===== src/design/pcbe_pkg.sv =====
// ----------------------------------------------------------------------------
// pcbe_pkg
// Shared types and constants of the prefix-compressed block encoder.
// ----------------------------------------------------------------------------
`default_nettype none

package pcbe_pkg;

   // item kinds carried on the request tuser
   typedef enum logic [1:0] {
      OP_KEY   = 2'd0,
      OP_VALUE = 2'd1,
      OP_CLEAR = 2'd2
   } opcode_type;

   localparam int OPCODE_W    = 2;
   localparam int BYTE_W      = 8;
   localparam int KEY_LEN_W   = 9;
   localparam int VAL_LEN_W   = 32;
   localparam int OFFSET_W    = 32;

   localparam int REQ_TDATA_W = 56;   // 49 field bits, padded to 7 bytes
   localparam int RSP_TDATA_W = 40;
   localparam int RSP_TUSER_W = 3;

   localparam int                CSR_W         = 11;
   localparam logic [CSR_W-1:0]  RESTART_RESET = 11'd16;
   localparam logic [CSR_W-1:0]  ENTRY_CNT_MAX = 11'd2047;

endpackage

`default_nettype wire


===== src/design/prefix_compressed_block_encoder.sv =====
// ----------------------------------------------------------------------------
// prefix_compressed_block_encoder
// Prefix-compressing encoder for sorted key-value entries, one byte a transfer.
// ----------------------------------------------------------------------------
//
//  channel | dir | tdata (low bit up)                         | tuser / tlast
//  --------+-----+--------------------------------------------+----------------------
//  csr_    | in  | csr_data: restart_interval[10:0]           | -
//  req_    | in  | data_byte[7:0] key_length[16:8]            | tuser: opcode[1:0]
//          |     | val_len[48:17], zero pad [55:49]           | tlast: field_last
//  rsp_    | out | out_byte[7:0] entry_offset[39:8]           | tuser: is_header[0]
//          |     |                                            |  entry_start[1]
//          |     |                                            |  restart_point[2]
//          |     |                                            | tlast: run_last
//
//  Cycles: while rsp_tready is high, one request transfer a cycle for value bytes,
//  shared key bytes and key bytes after the header. A key byte that closes the shared
//  prefix produces its varint header plus the byte itself, 4 to 10 result transfers
//  (3 to 9 when the whole key is shared and only the header leaves), paced by the
//  serial varint emitter at one output byte a cycle; requests stall while it drains.
//  A request passes the stage 1, job and output registers before its first result.
//  Reset is synchronous; the previous-key memory needs no clearing pass, as
//  an entry is only compared below the stored previous key length.
//  A low rsp_tready holds the output register and back-pressure moves up
//  through the job and compare stages to req_tready.
//
`default_nettype none

module prefix_compressed_block_encoder #(
   parameter int MAX_KEY_LENGTH = 256
) (
   input  wire                                   clock,
   input  wire                                   reset,
   // configuration write: restart_interval[10:0]
   input  wire                                   csr_valid,
   output logic                                  csr_ready,
   input  wire  [pcbe_pkg::CSR_W-1:0]            csr_data,
   // request: tdata = data_byte, key_length, val_len; tuser = opcode
   input  wire                                   req_tvalid,
   output logic                                  req_tready,
   input  wire  [pcbe_pkg::REQ_TDATA_W-1:0]      req_tdata,
   input  wire  [pcbe_pkg::OPCODE_W-1:0]         req_tuser,
   input  wire                                   req_tlast,
   // response: tdata = out_byte, entry_offset
   //           tuser = is_header, entry_start, restart_point
   output logic                                  rsp_tvalid,
   input  wire                                   rsp_tready,
   output logic [pcbe_pkg::RSP_TDATA_W-1:0]      rsp_tdata,
   output logic [pcbe_pkg::RSP_TUSER_W-1:0]      rsp_tuser,
   output logic                                  rsp_tlast
);

   // index reaches MAX_KEY_LENGTH itself when it saturates
   localparam int IDX_W  = $clog2(MAX_KEY_LENGTH + 1);
   localparam int ADDR_W = (MAX_KEY_LENGTH > 1) ? $clog2(MAX_KEY_LENGTH) : 1;
   localparam int CMP_W  = (IDX_W > pcbe_pkg::KEY_LEN_W) ? IDX_W : pcbe_pkg::KEY_LEN_W;
   localparam logic [IDX_W-1:0] IDX_LIMIT = IDX_W'(MAX_KEY_LENGTH);

   localparam int KW = pcbe_pkg::KEY_LEN_W;
   localparam int VW = pcbe_pkg::VAL_LEN_W;
   localparam int BW = pcbe_pkg::BYTE_W;

   // which header field the emitter is working through
   typedef enum logic [1:0] {
      SEL_SHARED,
      SEL_UNSHARED,
      SEL_VALUE
   } field_sel_type;

   // ------------------------------------------------------------------------
   // request unpacking
   // ------------------------------------------------------------------------
   pcbe_pkg::opcode_type in_op;
   logic [BW-1:0]        in_byte;
   logic [KW-1:0]        in_klen;
   logic [VW-1:0]        in_vlen;
   logic                 req_xfer;

   assign in_op    = pcbe_pkg::opcode_type'(req_tuser);
   assign in_byte  = req_tdata[7:0];
   assign in_klen  = req_tdata[16:8];
   assign in_vlen  = req_tdata[48:17];
   assign req_xfer = req_tvalid && req_tready;

   // ------------------------------------------------------------------------
   // configuration
   // ------------------------------------------------------------------------
   logic [pcbe_pkg::CSR_W-1:0] interval_ff;

   assign csr_ready = 1'b1;

   always_ff @(posedge clock) begin
      if (reset) begin
         interval_ff <= pcbe_pkg::RESTART_RESET;
      end else if (csr_valid && csr_ready) begin
         interval_ff <= csr_data;
      end
   end

   // ------------------------------------------------------------------------
   // stage 0: byte index, previous-key memory read and write
   // ------------------------------------------------------------------------
   logic [IDX_W-1:0]  byte_index_ff;
   logic [IDX_W-1:0]  byte_index_in;
   logic [IDX_W-1:0]  next_index;
   logic              idx_in_range;
   logic [ADDR_W-1:0] key_addr;

   assign idx_in_range = byte_index_ff < IDX_LIMIT;
   assign next_index   = idx_in_range ? byte_index_ff + IDX_W'(1) : byte_index_ff;
   assign key_addr     = idx_in_range ? byte_index_ff[ADDR_W-1:0] : '0;

   always_comb begin
      byte_index_in = byte_index_ff;
      if (req_xfer) begin
         unique case (in_op)
            pcbe_pkg::OP_KEY:   byte_index_in = req_tlast ? '0 : next_index;
            pcbe_pkg::OP_CLEAR: byte_index_in = '0;
            default:            byte_index_in = byte_index_ff;
         endcase
      end
   end

   always_ff @(posedge clock) begin
      if (reset) begin
         byte_index_ff <= '0;
      end else begin
         byte_index_ff <= byte_index_in;
      end
   end

   // read returns the old byte when the same entry is overwritten
   logic [BW-1:0] key_mem [MAX_KEY_LENGTH];
   logic [BW-1:0] prev_byte_ff;

   always_ff @(posedge clock) begin
      if (req_xfer && in_op == pcbe_pkg::OP_KEY) begin
         prev_byte_ff <= key_mem[key_addr];
         if (idx_in_range) begin
            key_mem[key_addr] <= in_byte;
         end
      end
   end

   // ------------------------------------------------------------------------
   // stage 1: compare and entry state
   // ------------------------------------------------------------------------
   logic                 s1_valid_ff;
   pcbe_pkg::opcode_type s1_op_ff;
   logic [BW-1:0]        s1_byte_ff;
   logic [KW-1:0]        s1_klen_ff;
   logic [VW-1:0]        s1_vlen_ff;
   logic                 s1_last_ff;
   logic [IDX_W-1:0]     s1_idx_ff;
   logic [IDX_W-1:0]     s1_nidx_ff;

   logic [IDX_W-1:0]            prev_len_ff, prev_len_in;
   logic [KW-1:0]               prefix_ff, prefix_in;
   logic                        hdr_done_ff, hdr_done_in;
   logic [pcbe_pkg::CSR_W-1:0]  entries_ff, entries_in;
   logic                        blk_empty_ff, blk_empty_in;

   logic          job_hdr, job_tail, job_clear, job_rst, s1_job;
   logic [KW-1:0] job_shared, job_unshared;
   logic          j_ready, s1_go;

   always_comb begin
      logic                       restart;
      logic [pcbe_pkg::CSR_W-1:0] ent_base;
      logic [KW-1:0]              pc_base;
      logic                       match;
      restart      = 1'b0;
      ent_base     = entries_ff;
      pc_base      = prefix_ff;
      match        = 1'b0;
      prev_len_in  = prev_len_ff;
      prefix_in    = prefix_ff;
      hdr_done_in  = hdr_done_ff;
      entries_in   = entries_ff;
      blk_empty_in = blk_empty_ff;
      job_hdr      = 1'b0;
      job_tail     = 1'b0;
      job_clear    = 1'b0;
      job_rst      = 1'b0;
      job_shared   = '0;
      if (s1_valid_ff) begin
         unique case (s1_op_ff)
            pcbe_pkg::OP_KEY: begin
               job_tail = 1'b1;
               if (!hdr_done_ff) begin
                  // first byte of an entry: decide on a restart point
                  if (s1_idx_ff == '0) begin
                     restart      = blk_empty_ff || (entries_ff >= interval_ff);
                     ent_base     = restart ? '0 : entries_ff;
                     entries_in   = (ent_base < pcbe_pkg::ENTRY_CNT_MAX) ?
                                    ent_base + 11'd1 : ent_base;
                     blk_empty_in = 1'b0;
                     pc_base      = '0;
                  end
                  prefix_in = pc_base;
                  match = !restart && (s1_idx_ff < prev_len_ff) &&
                          (CMP_W'(s1_idx_ff) < CMP_W'(s1_klen_ff)) &&
                          (s1_idx_ff < IDX_LIMIT) && (prev_byte_ff == s1_byte_ff);
                  if (match) begin
                     prefix_in  = pc_base + KW'(1);
                     job_tail   = 1'b0;
                     job_hdr    = s1_last_ff;
                     job_shared = pc_base + KW'(1);
                  end else begin
                     job_hdr     = 1'b1;
                     job_shared  = restart ? '0 : pc_base;
                     job_rst     = restart;
                     hdr_done_in = 1'b1;
                  end
               end
               if (s1_last_ff) begin
                  prev_len_in = s1_nidx_ff;
                  prefix_in   = '0;
                  hdr_done_in = 1'b0;
               end
            end
            pcbe_pkg::OP_VALUE: begin
               job_tail = 1'b1;
            end
            pcbe_pkg::OP_CLEAR: begin
               job_clear    = 1'b1;
               prev_len_in  = '0;
               prefix_in    = '0;
               hdr_done_in  = 1'b0;
               entries_in   = '0;
               blk_empty_in = 1'b1;
            end
            default: begin
               // unused opcode: drop without results
            end
         endcase
      end
   end

   assign job_unshared = (s1_klen_ff > job_shared) ? s1_klen_ff - job_shared : '0;
   assign s1_job       = job_hdr || job_tail || job_clear;
   assign s1_go        = s1_valid_ff && (!s1_job || j_ready);
   assign req_tready   = !s1_valid_ff || s1_go;

   always_ff @(posedge clock) begin
      if (reset) begin
         s1_valid_ff  <= 1'b0;
         prev_len_ff  <= '0;
         prefix_ff    <= '0;
         hdr_done_ff  <= 1'b0;
         entries_ff   <= '0;
         blk_empty_ff <= 1'b1;
      end else begin
         if (req_xfer) begin
            s1_valid_ff <= 1'b1;
         end else if (s1_go) begin
            s1_valid_ff <= 1'b0;
         end
         if (s1_go) begin
            prev_len_ff  <= prev_len_in;
            prefix_ff    <= prefix_in;
            hdr_done_ff  <= hdr_done_in;
            entries_ff   <= entries_in;
            blk_empty_ff <= blk_empty_in;
         end
      end
   end

   // hold the item payload beside the memory read
   always_ff @(posedge clock) begin
      if (req_xfer) begin
         s1_op_ff   <= in_op;
         s1_byte_ff <= in_byte;
         s1_klen_ff <= in_klen;
         s1_vlen_ff <= in_vlen;
         s1_last_ff <= req_tlast;
         s1_idx_ff  <= byte_index_ff;
         s1_nidx_ff <= next_index;
      end
   end

   // ------------------------------------------------------------------------
   // stage 2: job register and serial varint emitter
   // ------------------------------------------------------------------------
   logic          j_valid_ff, j_clear_ff, j_hdr_ff, j_first_ff, j_rst_ff, j_tail_ff;
   field_sel_type j_sel_ff;
   logic [VW-1:0] j_cur_ff;
   logic [KW-1:0] j_unsh_ff;
   logic [VW-1:0] j_vlen_ff;
   logic [BW-1:0] j_byte_ff;

   logic          out_free, j_step, j_finish;
   logic          more;
   logic [BW-1:0] gen_byte;
   logic          gen_hdr, gen_first, gen_rst, gen_final;

   assign out_free = !rsp_tvalid || rsp_tready;
   assign more     = |j_cur_ff[VW-1:7];

   always_comb begin
      if (j_hdr_ff) begin
         gen_byte  = {more, j_cur_ff[6:0]};
         gen_hdr   = 1'b1;
         gen_first = j_first_ff;
         gen_rst   = j_first_ff && j_rst_ff;
         gen_final = !more && (j_sel_ff == SEL_VALUE) && !j_tail_ff;
      end else begin
         gen_byte  = j_byte_ff;
         gen_hdr   = 1'b0;
         gen_first = 1'b0;
         gen_rst   = 1'b0;
         gen_final = 1'b1;
      end
   end

   assign j_step   = j_valid_ff && !j_clear_ff && out_free;
   assign j_finish = j_valid_ff && (j_clear_ff || (out_free && gen_final));
   assign j_ready  = !j_valid_ff || j_finish;

   always_ff @(posedge clock) begin
      if (reset) begin
         j_valid_ff <= 1'b0;
      end else if (s1_go && s1_job) begin
         j_valid_ff <= 1'b1;
      end else if (j_finish) begin
         j_valid_ff <= 1'b0;
      end
   end

   always_ff @(posedge clock) begin
      if (s1_go && s1_job) begin
         j_clear_ff <= job_clear;
         j_hdr_ff   <= job_hdr;
         j_first_ff <= 1'b1;
         j_rst_ff   <= job_rst;
         j_tail_ff  <= job_tail;
         j_sel_ff   <= SEL_SHARED;
         j_cur_ff   <= VW'(job_shared);
         j_unsh_ff  <= job_unshared;
         j_vlen_ff  <= s1_vlen_ff;
         j_byte_ff  <= s1_byte_ff;
      end else if (j_step) begin
         if (j_hdr_ff) begin
            j_first_ff <= 1'b0;
            if (more) begin
               j_cur_ff <= j_cur_ff >> 7;
            end else begin
               unique case (j_sel_ff)
                  SEL_SHARED: begin
                     j_sel_ff <= SEL_UNSHARED;
                     j_cur_ff <= VW'(j_unsh_ff);
                  end
                  SEL_UNSHARED: begin
                     j_sel_ff <= SEL_VALUE;
                     j_cur_ff <= j_vlen_ff;
                  end
                  SEL_VALUE: begin
                     j_hdr_ff <= 1'b0;
                  end
                  default: begin
                     j_hdr_ff <= 1'b0;
                  end
               endcase
            end
         end else begin
            j_tail_ff <= 1'b0;
         end
      end
   end

   // ------------------------------------------------------------------------
   // output register and block offset
   // ------------------------------------------------------------------------
   logic                          rsp_valid_ff;
   logic [BW-1:0]                 rsp_byte_ff;
   logic [pcbe_pkg::OFFSET_W-1:0] rsp_off_ff;
   logic                          rsp_hdr_ff, rsp_first_ff, rsp_rst_ff, rsp_last_ff;
   logic [pcbe_pkg::OFFSET_W-1:0] offset_ff;

   always_ff @(posedge clock) begin
      if (reset) begin
         rsp_valid_ff <= 1'b0;
         offset_ff    <= '0;
      end else begin
         if (out_free) begin
            rsp_valid_ff <= j_step;
         end
         if (j_valid_ff && j_clear_ff) begin
            offset_ff <= '0;
         end else if (j_step) begin
            offset_ff <= offset_ff + 32'd1;
         end
      end
   end

   always_ff @(posedge clock) begin
      if (j_step) begin
         rsp_byte_ff  <= gen_byte;
         rsp_off_ff   <= offset_ff;
         rsp_hdr_ff   <= gen_hdr;
         rsp_first_ff <= gen_first;
         rsp_rst_ff   <= gen_rst;
         rsp_last_ff  <= gen_final;
      end
   end

   assign rsp_tvalid = rsp_valid_ff;
   assign rsp_tdata  = {rsp_off_ff, rsp_byte_ff};
   assign rsp_tuser  = {rsp_rst_ff, rsp_first_ff, rsp_hdr_ff};
   assign rsp_tlast  = rsp_last_ff;

endmodule

`default_nettype wire


===== config.mk =====
export PLATFORM = sky130hd
export DESIGN_NAME = prefix_compressed_block_encoder
export DESIGN_NICKNAME = d
export VERILOG_FILES = /design/src/design/pcbe_pkg.sv /design/src/design/prefix_compressed_block_encoder.sv
export SDC_FILE = /design/constraint.sdc
export NUM_CORES = 2
export LEC_CHECK = 0
export BUFFER_PORTS_ARGS = -buffer_cell sky130_fd_sc_hd__buf_2
export CAP_MARGIN = 30
export CORE_MARGIN = 5
export CORE_UTILIZATION = 50
export CTS_CLUSTER_DIAMETER = 100
export DETAILED_ROUTE_END_ITERATION = 6
export HOLD_SLACK_MARGIN = 0.15
export PLACE_DENSITY_LB_ADDON = 0.3
export SLEW_MARGIN = 10
export SYNTH_ARGS = -nofsm -noshare
export SYNTH_HDL_FRONTEND = slang
export SYNTH_SLANG_ARGS = --single-unit

===== constraint.sdc =====
create_clock -name clock -period 6.5 [get_ports clock]
set_input_delay 1.3 -clock clock [delete_from_list [all_inputs] [get_ports clock]]
set_output_delay 1.3 -clock clock [all_outputs]
set_load 0.02 [all_outputs]

# Word-level counts from Yosys, hierarchy flattened
# Memories as Yosys holds them, arrays and structs flattened. A register that Yosys moved wholly into a read port is not among the register bits.
# Cells that the tools add are included.
# word_totals
regBits	288
ram_bits	2048
inputBits	75
mem_count	1
# mem_list
name	depth	word_bits	rd	rd_ports_with_merged_regs	wr	line_no	source
key_mem	256	8	1	1	1	prefix_compressed_block_encoder.sv:133	logic [BW-1:0] key_mem [MAX_KEY_LENGTH];
# classes
addsub	5
magnitude_cmp	7
eq_ne	11
n_mux	67
n_bitwise	3
reduce_logical	59
# ops
op	n
9-bit 2-to-1 mux	18
32-bit one-hot mux with 2 select lines	1
9-bit one-hot mux with 2 select lines	3
11-bit 2-to-1 mux	4
1-bit 2-to-1 mux	33
32-bit by 1-bit adder with 32-bit output, second input constant	1
32-bit 2-to-1 mux	1
25-bit OR reduction	1
11-bit one-hot mux with 2 select lines	1
9-bit by 1-bit adder with 9-bit output, second input constant	2
9-bit < comparator	2
9-bit < comparator, second input constant	2
1-bit logical AND	16
8-bit 2-to-1 mux	2
2-bit nonzero test	7
4-bit AND reduction	3
11-bit by 1-bit adder with 11-bit output, second input constant	1
11-bit greater-or-equal comparator	1
11-bit < comparator, second input constant	1
9-bit > comparator	1
9-bit zero test	1
3-bit AND reduction	3
9-bit subtractor	1
8-bit equality test	1
other kinds (17)	45

# Logic depth before layout (Yosys ltp)
# logic_depth
word_depth	25
mapped_depth	20
ltp_nobuf	19

# Worst setup path after synthesis
# Ideal clock, no wire load.
# synth_timing
kind	register -> register
startpoint	reg s1_idx_ff[8]
endpoint	reg s1_byte_ff[0], enable pin
setup_time_ns	0.436
t_arrival_ns	4.172
t_required_ns	6.064
slack_ns	1.892
stages_incl_launch_ff	11
n_path_buf	2
cell_sequence	edfxtp_1 > ha_1 > a2111oi_2 > nand3_1 > a211o_1 > nand3b_4 > a211oi_4 > a311o_1 > buf_4 > buf_6 > and2_1
# synth_between
elab_chain_len	21
elab_cells_between_ends	28
classes_between	order compare: 3; mux: 12; reduce/logical: 13
# synth_lines
element	line_no	source
start, declared	prefix_compressed_block_encoder.sv:154	logic [IDX_W-1:0] s1_idx_ff;
start signal, assigned	prefix_compressed_block_encoder.sv:277	s1_idx_ff <= byte_index_ff;
9-bit zero test	prefix_compressed_block_encoder.sv:192	if (s1_idx_ff == '0) begin
1-bit 2-to-1 mux	prefix_compressed_block_encoder.sv:192	
1-bit 2-to-1 mux	prefix_compressed_block_encoder.sv:190	if (!hdr_done_ff) begin
1-bit 2-to-1 mux	prefix_compressed_block_encoder.sv:187	unique case (s1_op_ff)
1-bit 2-to-1 mux	prefix_compressed_block_encoder.sv:186	if (s1_valid_ff) begin
1-bit zero test	prefix_compressed_block_encoder.sv:201	match = !restart && (s1_idx_ff < prev_len_ff) &&
1-bit logical AND (2 in a row)	prefix_compressed_block_encoder.sv:201	
1-bit logical AND *	prefix_compressed_block_encoder.sv:202	(CMP_W'(s1_idx_ff) < CMP_W'(s1_klen_ff)) &&
(+5 left out)	n/a	
1-bit logical OR * (2 in a row)	prefix_compressed_block_encoder.sv:241	assign s1_job = job_hdr || job_tail || job_clear;
1-bit zero test *	prefix_compressed_block_encoder.sv:242	assign s1_go = s1_valid_ff && (!s1_job || j_ready);
1-bit logical OR *	prefix_compressed_block_encoder.sv:242	
1-bit logical AND *	prefix_compressed_block_encoder.sv:242	
1-bit logical OR *	prefix_compressed_block_encoder.sv:243	assign req_tready = !s1_valid_ff || s1_go;
via req_tready	prefix_compressed_block_encoder.sv:40	output logic req_tready,
1-bit logical AND *	prefix_compressed_block_encoder.sv:83	assign req_xfer = req_tvalid && req_tready;
via req_xfer	prefix_compressed_block_encoder.sv:77	logic req_xfer;
end signal, assigned	prefix_compressed_block_encoder.sv:273	s1_byte_ff <= in_byte;
end, declared	prefix_compressed_block_encoder.sv:150	logic [BW-1:0] s1_byte_ff;
# The timed path passes the listed nets; every way through them passes the cells marked *. The select of a mux whose other input is x is not followed.
# A chain may end at the register's enable or synchronous reset.

# Worst setup path after layout
# layout_timing
startpoint	reg s1_idx_ff[8]
endpoint	out req_tready
# layout_between
elab_chain_len	20
elab_cells_between_ends	27
classes_between	order compare: 3; mux: 12; reduce/logical: 12
# layout_lines
element	line_no
9-bit zero test	prefix_compressed_block_encoder.sv:192
1-bit 2-to-1 mux	prefix_compressed_block_encoder.sv:192
1-bit 2-to-1 mux	prefix_compressed_block_encoder.sv:190
1-bit 2-to-1 mux	prefix_compressed_block_encoder.sv:187
1-bit 2-to-1 mux	prefix_compressed_block_encoder.sv:186
1-bit zero test	prefix_compressed_block_encoder.sv:201
1-bit logical AND (2 in a row)	prefix_compressed_block_encoder.sv:201
1-bit logical AND *	prefix_compressed_block_encoder.sv:202
(+2 left out)	n/a
1-bit 2-to-1 mux	prefix_compressed_block_encoder.sv:190
1-bit one-hot mux with 2 select lines / 1-bit 2-to-1 mux (equally long branches)	prefix_compressed_block_encoder.sv:187
1-bit 2-to-1 mux	prefix_compressed_block_encoder.sv:186
1-bit logical OR * (2 in a row)	prefix_compressed_block_encoder.sv:241
1-bit zero test *	prefix_compressed_block_encoder.sv:242
1-bit logical OR *	prefix_compressed_block_encoder.sv:242
1-bit logical AND *	prefix_compressed_block_encoder.sv:242
1-bit logical OR *	prefix_compressed_block_encoder.sv:243
end, declared	prefix_compressed_block_encoder.sv:40
# Mark *: on every way between the ends. The rest lies on a longest branch, timed or not. The select of a mux whose other input is x is not followed.

==> metrics.md <==
| Metric | Value |
|---|---|
| Synth Area per Inst | `18.1 sq um` |
| Crit Path Class | `register to primary output` |
| CTS tree | `built` |
| Htree depth | `4` |
| Layout area overhead | `12.2%` |
| Placed insts | `7542` |
| Drt first-iter violations | `6874` |
| CP startpoint kind | `register` |
| Fin crit period | `5.70 ns` |
| Synth cell types | `85` |
| Hold buffer count at CTS | `0` |
| Slowest CP cell | `a311o_2` |
| Max-slew headroom | `26.4%` |
| Rows | `157` |
| Number of clock sinks | `2344` |
| Vias | `49722` |
| Cell taking the most area after synthesis | `edfxtp_1` |
| Final RePlAce weighted congestion | `0.871` |
| Fraction of synthesized area in multiplexers | `12.0%` |
| Max-cap violations | `0` |
| Ys async rst share | `0%` |
| Post-Synth Adder-Cell Area | `0.579%` |
| Yosys reg bits | `2344` |
| Setup_tns | `0 ns` |
| Slew Limit Fails | `0` |
| Crit-path cells | `ha_1 -> a2111oi_2 -> nand3_1 -> a211o_1 -> nand3b_4 -> a211oi_4 -> a311o_2 -> buf_4 -> buf_2` |
| Met1 track demand over resource | `34.3%` |
| Element type at the critical path end | `primary output` |
| Post-synthesis sequential area ratio | `75.3%` |
| Core Area | `0.183 sq mm` |
| DRT Pass-1 Iters | `7` |
| Post-synth EDFFs | `2232` |
| Largest family of logic cells by synthesized area | `multiplexers` |
| Final hold slack | `0.418 ns` |
| GRT Residual Overflow | `0` |
| WP data arrival | `4.40 ns` |
| Final hold violations | `0` |
| Post-CTS setup buffers | `0` |
| Compound-Gate Fraction of Synth Area | `3.98%` |
| Post-Synth Simple-Gate Area | `5.92%` |
| Clk buf depth | `3` |
| Critical path fanouts, max | `17` |
| Pin count of the biggest net entering global routing | `198` |
| Detailed Place HPWL | `141000 um` |
| Leakage | `31.7 nW` |
| Io pins | `122` |
| Met3 global-route usage | `5.81%` |
| Die width | `439 um` |
| Die area | `0.193 sq mm` |
| DRT Wirelength | `236000 um` |
| Fin crit share | `87.7%` |
| Top-area cell type share of the netlist area | `72.8%` |
| P per Cell Area | `291 mW/mm^2` |
| Synthesized instance count | `5084` |
| Setup Skew | `0.0527 ns` |
| Share of cells above drive strength 1 | `20.4%` |
| Layout fillers | `13848` |
| Worst VDD drop | `0.252 mV` |
| Crit. path cell count | `9` |
| Vias in the first global route | `48940` |
| CP bufs+invs | `2` |
| Launching point of the worst reg2reg path | `s1_idx_ff[8]` |
| Setup slack, reg-to-reg | `1.11 ns` |
| Vias per inst | `6.24` |
| Root buf cell | `clkbuf_16` |
| DR DRC count | `0` |
| Most common cell after layout, fill and taps aside | `edfxtp_1` |
| WL/cell | `29.6 um` |
| Starting density of the core | `50.3%` |
| Worst setup path end | `req_tready` |
| Worst-margin pin slew | `1.10 ns` |
| Synth warn | `0` |
| Cell area after placement | `0.0961 sq mm` |
| R2R Path End | `key_mem[52][0]` |
| Worst-Skew Late Latency | `0.87 ns` |
| RSZ-0062 raised after global routing | `false` |
| Post-layout net count | `5431` |
| Highest achievable clock rate | `176 MHz` |
| Resize count post-CTS | `0` |
| Area contributors post-synth | `edfxtp_1, mux4_2, dfxtp_1` |
| Clock transition at path regs | `0.06 ns` |
| Total power | `30.0 mW` |
| R2R depth | `10` |
| First-pass GRT wire length | `343000 um` |
| Post-route ant nets | `0` |
| Crit path max-delay family | `compound AO/OA/AOI/OAI gates` |
| Finish-stage setup viols | `0` |
| Required @ worst endpoint | `5.20 ns` |
| GRT Util Overall | `24.3%` |
| Outcome | `finished clean` |
| Grt peak-use layer | `met2` |
| Port bufs | `113` |
| Commonest non-fill, non-tap cells in the layout | `edfxtp_1, nand2_1, mux4_2` |
| Hold Crit Class | `register to register` |
| Final instance area | `0.103 sq mm` |
| Top FF cell, synth | `edfxtp_1` |
| Syn Nets | `5201` |
| CTS Buf Count | `225` |
| Layout Cells excl Fill | `7967` |
| CP peak stage delay | `0.72 ns` |
| XOR/XNOR Fraction of Synth Area | `0.485%` |
| Synthesized area | `0.0920 sq mm` |
| Initial antenna violation count | `8` |
| DIE HEIGHT | `439 um` |
| M2 GR Usage | `36.9%` |
| Critical path origin | `s1_idx_ff[8]` |
-- stage by stage --
stage / worst slack [ns] / utilization (%)
2_1_floorplan: 1.89 / -
3_3_place_gp: 1.25 / 52.4
3_5_place_dp: 1.19 / 52.5
4_1_cts: 0.712 / 56.3
5_1_grt: 0.543 / 56.4
6_report: 0.803 / 56.4
-- worst reg2reg max path: stages (launching register included) --
cell       delay (ns)
edfxtp_1         0.46
ha_1             0.36
a2111oi_2        0.35
nand3_1          0.11
a211o_1          0.31
nand3b_4         0.22
a211oi_4         0.38
a311o_2          0.72
buf_4            0.36
nand4_4          0.72
nor2_1           0.98
-- area by class of cell --
class,instances,area [sq um],share of cell area [%]
antenna,4,10.0,0.00969
timing repair buffer,300,2370,2.30
inverter,49,184,0.178
clock inverter,130,1180,1.14
sequential,2344,69300,67.1
clock buffer,282,5900,5.71
tap,2464,3080,2.99
multi-input combinational,2394,21300,20.6
-- cells in the mapped netlist (all sizes together), types with 10 or more instances --
cell type  number
and3           13
a2111oi        10
nand4          53
a21o           10
o211ai         10
a21oi         130
a221oi         11
buf           174
a211oi         27
dfxtp         112
a222oi         44
mux4          395
nand3         122
nor4           29
nand2         415
nor2b          19
mux2i         153
ha             41
nand2b         21
nor2          348
or3            13
o22ai          75
edfxtp       2232
xnor2          25
xor2           26
o21ai          51
a31oi          38
clkbuf        123
and2           12
a32o           14
inv            48
nor3           90
mux2           55
a22oi          40
-- metal layers --
metal,vias up,part of all wire [%]
met3,560,11
met5,-,0.011
met4,4,4.5
met1,25492,39
met2,2755,46
li1,20911,-
-- cell families after synthesis --
group | count (synthesis)
DFF | 2344
xor gates and xnor gates | 51
AOI/OAI and AO/OA | 530
other | 1
and+or+nand+nor | 1167
buffers and inverters | 346
adders and majority gates | 42
muxes | 603
-- worst min path at each step --
stage,cells past startpoint,slack [ns],endpoint,start
floorplan,0,0.40,j_vlen_ff[0],s1_vlen_ff[0]
global placement,0,0.40,j_vlen_ff[21],s1_vlen_ff[21]
detailed placement,0,0.40,j_vlen_ff[2],s1_vlen_ff[2]
CTS,0,0.42,j_vlen_ff[9],s1_vlen_ff[9]
global route,0,0.42,j_vlen_ff[9],s1_vlen_ff[9]
finish,0,0.42,j_vlen_ff[9],s1_vlen_ff[9]
-- state kept, by name (all words and copies together), names as in the netlist, 9 cells and up --
name and flops:
interval_ff 11, s1_klen_ff 9, s1_nidx_ff 9, offset_ff 32
j_unsh_ff 9, byte_index_ff 9, key_mem 2048, entries_ff 11
s1_idx_ff 9, s1_vlen_ff 32, prev_len_ff 9, j_cur_ff 32
j_vlen_ff 32, prefix_ff 9, rsp_off_ff 32
-- power by group --
group / leakage [nW] / internal (mW) / switching [mW]
Clock: 3.44 / 7.05 / 5.60
Sequential: 21.0 / 16.6 / 0.0396
Combinational: 7.28 / 0.214 / 0.496
Power figures use the tool's default switching activity.
